<file path="src/design/mtfw_pkg.sv">
`default_nettype none
// ----------------------------------------------------------------------------
// mtfw_pkg
// Shared types and constants for the mutex table with per-slot wait queues.
// ----------------------------------------------------------------------------
package mtfw_pkg;

    localparam int NUM_SLOTS  = 16;
    localparam int WAIT_DEPTH = 8;
    localparam int PID_BITS   = 6;
    localparam int TAG_BITS   = 16;

    localparam int SLOT_W = $clog2(NUM_SLOTS);
    localparam int RPTR_W = (WAIT_DEPTH > 1) ? $clog2(WAIT_DEPTH) : 1;
    localparam int RCNT_W = $clog2(WAIT_DEPTH + 1);
    localparam int MEM_W  = SLOT_W + RPTR_W;

    typedef enum logic [1:0] {
        REQ_OPEN   = 2'd0,
        REQ_CLOSE  = 2'd1,
        REQ_LOCK   = 2'd2,
        REQ_UNLOCK = 2'd3
    } t_req;

    typedef enum logic [1:0] {
        ST_OK       = 2'd0,
        ST_NOT_OPEN = 2'd1,
        ST_FULL     = 2'd2,
        ST_QFULL    = 2'd3
    } t_status;

    typedef struct packed {
        logic [1:0]  req_type;
        logic [3:0]  key;
        logic [15:0] name_tag;
        logic [5:0]  pid;
    } t_in_item;

    typedef struct packed {
        logic [1:0] status;
        logic [3:0] slot;
        logic       blocked;
        logic       woken_valid;
        logic [5:0] woken_pid;
    } t_out_item;

    // Classified command passed from front to back.
    typedef struct packed {
        t_req                req;
        logic                key_ok;
        logic [SLOT_W-1:0]   key;
        logic [TAG_BITS-1:0] tag;
        logic [PID_BITS-1:0] pid;
    } t_cmd;

endpackage
`default_nettype wire

</file>
<file path="src/design/mutex_table_fifo_waiters_core.sv">
`default_nettype none
// ----------------------------------------------------------------------------
// mutex_table_fifo_waiters_core
// Named mutex table with a bounded FIFO of waiting process ids per slot.
// ----------------------------------------------------------------------------
// Requests enter a two-entry command queue and are executed one at a time,
// each as a table search and ring read, then the
// read-modify-write of the slot state. One result is held until popped; the
// next request starts in the cycle of the pop. The front keeps accepting
// requests meanwhile. No clearing pass after reset.
module mutex_table_fifo_waiters_core import mtfw_pkg::*; (
    input  wire logic      i_clk,
    input  wire logic      i_rst_n,
    input  wire logic      push,
    output logic           full,
    input  wire t_in_item  i_in,
    output logic           empty,
    input  wire logic      pop,
    output t_out_item      o_out
);
    logic o_cmd_valid_w, w_take;
    t_cmd w_cmd;

    mtfw_front u_front (
        .i_clk(i_clk), .i_rst_n(i_rst_n), .push(push), .full(full), .i_in(i_in),
        .o_cmd_valid(o_cmd_valid_w), .o_cmd(w_cmd), .i_cmd_take(w_take)
    );

    mtfw_back u_back (
        .i_clk(i_clk), .i_rst_n(i_rst_n), .i_cmd_valid(o_cmd_valid_w),
        .i_cmd(w_cmd), .o_cmd_take(w_take), .empty(empty), .pop(pop),
        .o_out(o_out)
    );

endmodule
`default_nettype wire

</file>
<file path="src/design/mtfw_front.sv">
`default_nettype none
// ----------------------------------------------------------------------------
// mtfw_front
// Accepts items, masks fields, range-checks the key and queues commands.
// ----------------------------------------------------------------------------
module mtfw_front import mtfw_pkg::*; (
    input  wire logic     i_clk,
    input  wire logic     i_rst_n,
    input  wire logic     push,
    output logic          full,
    input  wire t_in_item i_in,
    output logic          o_cmd_valid,
    output t_cmd          o_cmd,
    input  wire logic     i_cmd_take
);
    // two-entry command queue
    t_cmd       r_q [2];
    logic       r_rd, n_rd;
    logic       r_wr, n_wr;
    logic [1:0] r_cnt, n_cnt;
    t_cmd       w_cmd;
    logic       w_push;

    always_comb begin
        w_cmd.req    = t_req'(i_in.req_type);
        w_cmd.key_ok = ({28'd0, i_in.key} < NUM_SLOTS);
        w_cmd.key    = SLOT_W'(i_in.key);
        w_cmd.tag    = TAG_BITS'(i_in.name_tag);
        w_cmd.pid    = PID_BITS'(i_in.pid);
    end

    assign full        = (r_cnt == 2'd2);
    assign w_push      = push && !full;
    assign o_cmd_valid = (r_cnt != 2'd0);
    assign o_cmd       = r_q[r_rd];

    always_comb begin
        n_rd  = r_rd ^ i_cmd_take;
        n_wr  = r_wr ^ w_push;
        n_cnt = r_cnt + {1'b0, w_push} - {1'b0, i_cmd_take};
    end

    always_ff @(posedge i_clk) begin
        if (!i_rst_n) begin
            r_rd  <= 1'b0;
            r_wr  <= 1'b0;
            r_cnt <= 2'd0;
        end else begin
            r_rd  <= n_rd;
            r_wr  <= n_wr;
            r_cnt <= n_cnt;
        end
        if (w_push) begin
            r_q[r_wr] <= w_cmd;
        end
    end

    a_take_valid: assert property (@(posedge i_clk) disable iff (!i_rst_n)
        i_cmd_take |-> o_cmd_valid) else $error("take from empty queue");
    a_cnt_range: assert property (@(posedge i_clk) disable iff (!i_rst_n)
        r_cnt != 2'd3) else $error("queue count overflow");
    a_full_hold: assert property (@(posedge i_clk) disable iff (!i_rst_n)
        full && !i_cmd_take |=> full) else $error("full dropped without take");

endmodule
`default_nettype wire

</file>
<file path="src/design/mtfw_back.sv">
`default_nettype none
// ----------------------------------------------------------------------------
// mtfw_back
// Executes commands on the slot table and wait rings; holds one result.
// ----------------------------------------------------------------------------
module mtfw_back import mtfw_pkg::*; (
    input  wire logic i_clk,
    input  wire logic i_rst_n,
    input  wire logic i_cmd_valid,
    input  wire t_cmd i_cmd,
    output logic      o_cmd_take,
    output logic      empty,
    input  wire logic pop,
    output t_out_item o_out
);
    typedef enum logic [1:0] {
        S_EXEC = 2'b01,
        S_DONE = 2'b10
    } t_state;

    t_state              r_state, n_state;
    logic [NUM_SLOTS-1:0] r_use, r_held;
    logic [TAG_BITS-1:0] r_name [NUM_SLOTS];
    logic [RPTR_W-1:0]   r_head [NUM_SLOTS];
    logic [RPTR_W-1:0]   r_tail [NUM_SLOTS];
    logic [RCNT_W-1:0]   r_rcnt [NUM_SLOTS];
    logic [PID_BITS-1:0] r_ring [NUM_SLOTS*WAIT_DEPTH];
    logic [PID_BITS-1:0] r_rdata;
    t_cmd                r_cmd;
    logic                r_full;
    t_out_item           r_out;

    // open search
    logic              w_found, w_free;
    logic [SLOT_W-1:0] w_match, w_fslot;
    always_comb begin
        w_found = 1'b0;
        w_free  = 1'b0;
        w_match = '0;
        w_fslot = '0;
        for (int k = 0; k < NUM_SLOTS; k++) begin
            if (!r_use[k]) begin
                w_free  = 1'b1;
                w_fslot = SLOT_W'(k);
            end else if (!w_found && r_name[k] == i_cmd.tag) begin
                w_found = 1'b1;
                w_match = SLOT_W'(k);
            end
        end
    end

    // at command take: read head entry of the ring for the queued command
    logic [RPTR_W-1:0] w_hptr;
    assign w_hptr = r_head[i_cmd.key];
    assign o_cmd_take = (r_state == S_EXEC) && i_cmd_valid && (!r_full || pop);

    logic [SLOT_W-1:0] s;
    logic              w_use, w_held;
    logic [RCNT_W-1:0] w_cnt;
    t_out_item         w_res;
    logic              w_exec;
    assign s      = r_cmd.key;
    assign w_use  = r_use[s];
    assign w_held = r_held[s];
    assign w_cnt  = r_rcnt[s];
    assign w_exec = (r_state == S_DONE);

    always_comb begin
        w_res = '0;
        if (r_cmd.req == REQ_OPEN) begin
            if (r_cmd.key_ok) w_res.slot = 4'(r_cmd.key);
            else if (r_cmd.pid[0]) w_res.slot = 4'(r_cmd.key);
            else w_res.status = ST_FULL;
        end else if (!r_cmd.key_ok || !w_use) begin
            w_res.status = ST_NOT_OPEN;
        end else if (r_cmd.req == REQ_LOCK) begin
            if (w_held && w_cnt >= RCNT_W'(WAIT_DEPTH)) w_res.status = ST_QFULL;
            else if (w_held) w_res.blocked = 1'b1;
        end else if (r_cmd.req == REQ_UNLOCK) begin
            if (w_cnt != '0) begin
                w_res.woken_valid = 1'b1;
                w_res.woken_pid   = 6'(r_rdata);
            end
        end
    end

    // open results are resolved at command take and carried in key_ok/key/pid[0]
    t_cmd w_lat;
    always_comb begin
        w_lat = i_cmd;
        if (i_cmd.req == REQ_OPEN) begin
            w_lat.key_ok = w_found;
            w_lat.key    = w_found ? w_match : w_fslot;
            w_lat.pid    = '0;
            w_lat.pid[0] = w_free;
        end
    end

    function automatic logic [RPTR_W-1:0] nxt(input logic [RPTR_W-1:0] p);
        nxt = ({1'b0, p} + 1'b1 >= (RPTR_W+1)'(WAIT_DEPTH)) ? '0 : p + 1'b1;
    endfunction

    always_comb begin
        n_state = r_state;
        unique case (r_state)
            S_EXEC: if (o_cmd_take) n_state = S_DONE;
            S_DONE: n_state = S_EXEC;
            default: n_state = S_EXEC;
        endcase
    end

    assign empty = !r_full;
    assign o_out = r_out;

    logic [SLOT_W-1:0] w_oslot;
    assign w_oslot = r_cmd.key;

    always_ff @(posedge i_clk) begin
        if (o_cmd_take) begin
            r_cmd   <= w_lat;
            r_rdata <= r_ring[{i_cmd.key, w_hptr}];
        end
        if (w_exec) begin
            r_out <= w_res;
            if (r_cmd.req == REQ_OPEN && !r_cmd.key_ok && r_cmd.pid[0]) begin
                r_name[w_oslot] <= r_cmd.tag;
            end
            if (r_cmd.req == REQ_LOCK && r_cmd.key_ok && w_use && w_held
                && w_cnt < RCNT_W'(WAIT_DEPTH)) begin
                r_ring[{s, r_tail[s]}] <= r_cmd.pid;
            end
        end
        if (!i_rst_n) begin
            r_state <= S_EXEC;
            r_full  <= 1'b0;
            r_use   <= '0;
            r_held  <= '0;
            for (int k = 0; k < NUM_SLOTS; k++) begin
                r_head[k] <= '0;
                r_tail[k] <= '0;
                r_rcnt[k] <= '0;
            end
        end else begin
            r_state <= n_state;
            if (pop && r_full) r_full <= 1'b0;
            if (w_exec) begin
                r_full <= 1'b1;
                if (r_cmd.req == REQ_OPEN) begin
                    if (!r_cmd.key_ok && r_cmd.pid[0]) begin
                        r_use[w_oslot]  <= 1'b1;
                        r_held[w_oslot] <= 1'b0;
                        r_head[w_oslot] <= '0;
                        r_tail[w_oslot] <= '0;
                        r_rcnt[w_oslot] <= '0;
                    end
                end else if (r_cmd.key_ok && w_use) begin
                    unique case (r_cmd.req)
                        REQ_CLOSE: r_use[s] <= 1'b0;
                        REQ_LOCK: begin
                            if (!w_held) r_held[s] <= 1'b1;
                            else if (w_cnt < RCNT_W'(WAIT_DEPTH)) begin
                                r_tail[s] <= nxt(r_tail[s]);
                                r_rcnt[s] <= w_cnt + 1'b1;
                            end
                        end
                        REQ_UNLOCK: begin
                            r_held[s] <= 1'b0;
                            if (w_cnt != '0) begin
                                r_head[s] <= nxt(r_head[s]);
                                r_rcnt[s] <= w_cnt - 1'b1;
                            end
                        end
                        default: ;
                    endcase
                end
            end
        end
    end

    a_no_take_full: assert property (@(posedge i_clk) disable iff (!i_rst_n)
        o_cmd_take |-> !r_full || pop) else $error("take with result pending");
    a_done_after: assert property (@(posedge i_clk) disable iff (!i_rst_n)
        o_cmd_take |=> r_state == S_DONE) else $error("missed execute");
    a_result: assert property (@(posedge i_clk) disable iff (!i_rst_n)
        r_state == S_DONE |=> r_full) else $error("result lost");

endmodule
`default_nettype wire

</file>
<file path="config.mk">
export PLATFORM = sky130hd
export DESIGN_NAME = mutex_table_fifo_waiters_core
export DESIGN_NICKNAME = d
export VERILOG_FILES = /design/src/design/mtfw_pkg.sv /design/src/design/mutex_table_fifo_waiters_core.sv /design/src/design/mtfw_front.sv /design/src/design/mtfw_back.sv
export SDC_FILE = /design/constraint.sdc
export NUM_CORES = 2
export LEC_CHECK = 0
export BUFFER_PORTS_ARGS = -buffer_cell sky130_fd_sc_hd__buf_2
export CAP_MARGIN = 25
export CORE_ASPECT_RATIO = 1.25
export CORE_MARGIN = 2
export CORE_UTILIZATION = 36
export CTS_BUF_LIST = sky130_fd_sc_hd__clkbuf_4
export CTS_CLUSTER_DIAMETER = 30
export CTS_CLUSTER_SIZE = 24
export DETAILED_ROUTE_END_ITERATION = 8
export HOLD_SLACK_MARGIN = 0.12
export PLACE_DENSITY = 0.52
export SYNTH_ARGS = -nofsm -noshare
export SYNTH_HDL_FRONTEND = slang
export SYNTH_HIERARCHICAL = 1
export SYNTH_SLANG_ARGS = --single-unit
</file>
<file path="constraint.sdc">
create_clock -name i_clk -period 5.3 [get_ports i_clk]
set_input_delay 0.265 -clock i_clk [delete_from_list [all_inputs] [get_ports i_clk]]
set_output_delay 0.265 -clock i_clk [all_outputs]
set_load 0.01 [all_outputs]
</file>
* Yosys cells after proc, flatten, opt, wreduce, memory -nomap -nowiden
Memories as Yosys holds them, arrays and structs flattened. A register that Yosys moved wholly into a read port is not among the register bits. Index checks and enable logic that the tools add are counted.
Storage, ports and cells: bits in registers 82, bits in writable memories 1240, input port bits 32, logic and storage cells 314, memories kept 6
Cells by class: add/subtract/negate cells 8, order comparisons 6, eq/ne operators 24, muxes and demuxes 171, bitwise gates (word level) 14, reductions and logical operators 67
Memories:
- u_back.r_ring | depth 128, bits a word 6, rd ports 1, clocked after memory_dff 1, wr ports 1, RTL line mtfw_back.sv:27 | logic [PID_BITS-1:0] r_ring [NUM_SLOTS*WAIT_DEPTH];
- u_back.r_name | depth 16, bits a word 16, rd ports 16, clocked after memory_dff 0, wr ports 1, RTL line mtfw_back.sv:23 | logic [TAG_BITS-1:0] r_name [NUM_SLOTS];
- u_back.r_rcnt | depth 16, bits a word 4, rd ports 1, clocked after memory_dff 1, wr ports 16, RTL line mtfw_back.sv:26 | logic [RCNT_W-1:0] r_rcnt [NUM_SLOTS];
- u_front.r_q | depth 2, bits a word 28, rd ports 1, clocked after memory_dff 1, wr ports 1, RTL line mtfw_front.sv:17 | t_cmd r_q [2];
- u_back.r_head | depth 16, bits a word 3, rd ports 2, clocked after memory_dff 1, wr ports 16, RTL line mtfw_back.sv:24 | logic [RPTR_W-1:0] r_head [NUM_SLOTS];
- u_back.r_tail | depth 16, bits a word 3, rd ports 1, clocked after memory_dff 1, wr ports 16, RTL line mtfw_back.sv:25 | logic [RPTR_W-1:0] r_tail [NUM_SLOTS];
Operators by type and width (count):
- 16-bit == test | 16
- 4-bit 2-to-1 mux | 49
- 16-bit 2-to-1 mux | 8
- 1-bit 2-to-1 mux | 90
- 16-bit bitwise AND | 2
- 16-bit OR | 2
- 16-bit one-hot mux with 2 select lines | 1
- 3-bit 2-to-1 mux | 10
- 1-bit logical AND | 29
- 1-bit logical NOT | 19
- 2-bit 2-to-1 mux | 8
- 16-bit NOT | 1
- 4-bit greater-or-equal comparator, second input constant | 3
- 4-bit OR reduction | 3
- 3-bit by 1-bit adder with 4-bit output, second input constant | 2
- 1-bit binary-select mux with 4-bit select | 2
- 2-bit == test, second input constant | 4
- 2-bit nonzero test | 4
- 7-bit 2-to-1 mux | 1
- 3-bit by 1-bit adder with 3-bit output, second input constant | 2
- 3-bit OR reduction | 2
- 4-bit by 5-bit less-than comparator with 1-bit output, second input constant | 1
- 5-bit 2-to-1 mux | 1
- 5-bit AND reduction | 1
- other kinds (20) | 29

* Depth between registers and ports, before layout
An unclocked memory read counts as a cell.
word-level depth 67, mapped depth 20, gate-level depth less buffers 11

* Cells and area by module
The synthesis kept the hierarchy.
Modules (own cells, without submodules):
- mtfw_back | times used 1, cells an instance 3857, area each 53874.2 µm², sequential area each 37806.3 µm²
- mtfw_front | times used 1, cells an instance 112, area each 2381.0 µm², sequential area each 1781.7 µm²

* Worst setup path after synthesis
Ideal clock, no wire load.
path type register to register, from reg with a tool-made name, to mem u_back/r_rcnt[6][3] (netlist name) (data pin), setup time 0.268 ns, arrival 3.729 ns, required time 5.032 ns, path slack 1.303 ns, cell stages (with the launch flop) 15, path buffers 5, clock period less this slack 3.997 ns, cells stage by stage dfxtp_1 buf_1 buf_1 buf_1 mux4_2 mux4_2 inv_1 ha_1 a21oi_1 and2_1 buf_2 a32o_2 a22oi_4 buf_6 nor3_2
RTL lines (RTL line):
- to (decl) | mtfw_back.sv:26

==> impl_metrics.yaml <==
synth:
  synthCells: 3969
  ys.warnings.count: 6
  synth_cell_types: 76
  syn_area_per_cell_um2: 14.17
  synth_area_leaders: "edfxtp_1 69%, nand2_1 3.1%, mux4_2 2.8%"
  synth-seq-cells: 1333
  synth.top_cell.area_share_pct: 68.81
  synth_area_mm2: 0.05626
  synth_ff_type: "edfxtp_1"
  synth_edf_count: 1289
  yosysMostFrequentCell: "edfxtp_1"
  mappedNetlistNets: 4009
  synth_area_leader_cell: "edfxtp_1"
  async_flop_share_pct: 0
  ys_seq_area_share_pct: 70.37
  synth_common_cells: "1289 x edfxtp_1, 463 x nand2_1, 333 x nor2_1, 168 x xnor2_1, 147 x a21oi_1"
layout:
  ff_latch_area_mm2: 0.03959
  finalInstanceArea_mm2: 0.06318
  stdcell_count: 6389
  nets: 4185
  drive_above_1_share_pct: 16.69
  fillers: 14454
  multi_input_area_mm2: 0.01533
  layout-area-overhead-vs-synth_pct: 12.30
critical_path:
  crit_path_max_incr_delay_ns: 0.68
  arrival_ns: 5.80
  worstPathRequired_ns: 6.28
  r2r.worst_path.cells: 11
  crit_family: "compound AO/OA/AOI/OAI gates"
  rrSetupSlack_ns: 0.47
  critical_path.startpoint_type: "flip-flop"
  crit_fanout: 17
  worstSetupPathType: "flip-flop to flip-flop"
  critical_path_buf_inv_count: 1
  r2r_end: "u_back/r_rdata[1]$_DFFE_PP_"
  endpoint_kind: "flip-flop"
  cp_slowest_cell: "and2_1"
  path_cells: "mux2_4 > mux4_1 > o22ai_1 > a21o_4 > and2_1 > buf_4 > a221o_1 > a21boi_0 > o21ai_0 > nand4_1 > nor4_1"
route:
  viasPerCell: 5.424
  dr.pass1.iters: 5
  drcViolationCount: 0
  drtAntennaViolNets: 0
  wl_um: 169800
  drt-initial-drc-count: 3264
  num_vias: 34654
  wl_per_cell_um: 26.58
timing:
  finalCriticalPeriod_ns: 4.826
  fin_crit_sh_pct: 91.05
  finalSetupTns_ns: 0
  max_freq_mhz: 207.2
  drv_slew: 0
  skew_ns: 0.09270
  relSlewSlack_pct: 25.88
  setup_violations: 0
  rsz0062_at_grt: "no"
  hold_viol_final: 0
  hold_slack_ns: 0.3043
  setup_ws_ns: 0.4742
  tightest_slew_ns: 1.108
run:
  drv_cap: 0
global_route:
  grt_max_degree: 129
  grt_pass1_wl_um: 242700
  antenna_found_initial: 4
  grt_overflow: 0
  grt_use_total_pct: 21.13
  grt_pass1_vias: 33985
clocking:
  cts_root_buf: "clkbuf_4"
  cts_max_level: 4
  cts_sinks: 1333
  cts_buffers: 208
  post_cts_buffers: 0
  clk_latency_ns: 1.28
  cts_tree: "yes"
  ctsResizeCount: 0
  clkSlewWorstSetupHoldPaths_ns: 0.11
  cts.path.max_buffers: 3
floorplan:
  dieArea_mm2: 0.1595
  die_width_um: 357.6
  core-area_mm2: 0.1555
  boundaryPins: 48
  rows: 162
  start_util_pct: 36.18
  die_y_um: 446.0
power_and_ir_drop:
  leakage_nw: 20.49
  ir_drop_mv: 0.4067
  power_density_mw_per_mm2: 499.3
placed_design:
  dp.final_hpwl_um: 109000
  dp.cells: 5922
  numPortBuffers: 47
  gp_congestion: 0.9001
  place_area_mm2: 0.05898
  pre_cts_slack_ns: 0.4957
hold_path:
  min_path_type: "input port to flip-flop"
  hold_start: "i_in[19]"
  hold_path_depth: 3
  hold_end: "u_front/r_q[1][19]$_DFFE_PP_"
status:
  outcome: "finished, final reports clean"
[stage by stage]
stage          power, mW  utilization (%)
4_1_cts            31.75            40.60
2_1_floorplan      19.50                -
3_3_place_gp       23.67            37.91
5_1_grt            32.80            40.63
6_report           31.54            40.64
3_5_place_dp       23.71            37.94
[worst reg2reg max path: stages (launching register included)]
cell and delay, ns:
dfxtp_2 0.49, mux2_4 0.42, mux4_1 0.66, o22ai_1 0.39, a21o_4 0.30, and2_1 0.70, buf_4 0.33, a221o_1 0.24
a21boi_0 0.39, o21ai_0 0.38, nand4_1 0.25, nor4_1 0.07
[cell type report]
class	count	share of cell area, %
Antenna cell	12	0.04753
Clock buffer	229	2.721
Clock inverter	163	2.868
Inverter	20	0.1188
Multi-Input combinational cell	2337	24.26
Sequential cell	1333	62.67
Tap cell	2050	4.060
Timing Repair Buffer	245	3.252
[layer usage]
layer,routed length (µm),vias up,global-route usage (%)
li1,-,15391,-
met1,69730,17708,27.34
met2,83750,1259,35.46
met3,9679,294,3.469
met4,6628,2,8.116
met5,11,-,0
[report_power, final]
| part | internal (mW) | leakage, nW | switching (mW) |
|---|---|---|---|
| Combinational | 3.03 | 6.40 | 6.88 |
| Clock | 3.69 | 1.88 | 4.32 |
| Sequential | 12.9 | 12.2 | 0.732 |
[how the worst max path moves through the flow]
stage / slack (ns) / cells past startpoint / end / startpoint
floorplan: 1.30 / 14 / u_back/r_rcnt[6][3]$_SDFFCE_PN0P_ / flip-flop
global placement: 0.55 / 12 / u_back/r_rdata[1]$_DFFE_PP_ / flip-flop
detailed placement: 0.50 / 12 / u_back/r_rdata[1]$_DFFE_PP_ / flip-flop
CTS: 0.46 / 12 / u_back/r_rdata[1]$_DFFE_PP_ / flip-flop
global route: 0.34 / 11 / u_back/r_rcnt[0][0]$_SDFFCE_PN0P_ / u_back/s[1]$_DFFE_PP_
finish: 0.47 / 11 / u_back/r_rdata[1]$_DFFE_PP_ / flip-flop
[kinds of logic after synthesis]
family | synth area share, %
buffers and inverters | 2.496
xor gates and xnor gates | 4.072
adders and majority gates | 0.1779
and+or+nand+nor | 10.08
muxes | 5.509
other | 0.006666
AOI/OAI and AO/OA | 7.289
DFF | 70.37
[flip-flops by register name (all words and copies together), names as in the netlist, named ones only]
register        flops
u_back/r_rcnt      64
u_back/o_out       14
u_back/r_tail      48
u_front/r_wr        1
u_front/r_q        56
u_back/r_ring     768
u_back/r_state      2
u_back/r_cmd       25
u_back/s            4
u_front/r_rd        1
u_front/r_cnt       2
u_back/r_name     256
u_back/r_head      48
u_back/r_full       1
u_back/r_rdata      6
[timing repair]
action | CTS | global route
endpoints found under the hold margin | 316 | 0
hold buffers | 61 | 0
endpoints found under the setup margin | 0 | 0
[placed cells by master (no fill, tap or decap), drive strengths merged, types with 91 or more instances in the layout]
cell and count:
nand2 464, nand3 136, nor2 334, a21oi 147, xor2 91, nor3 91
buf 184, xnor2 168, clkbuf 229, edfxtp 1289, o21ai 136
No activity file was read; power rests on OpenSTA's default activity.
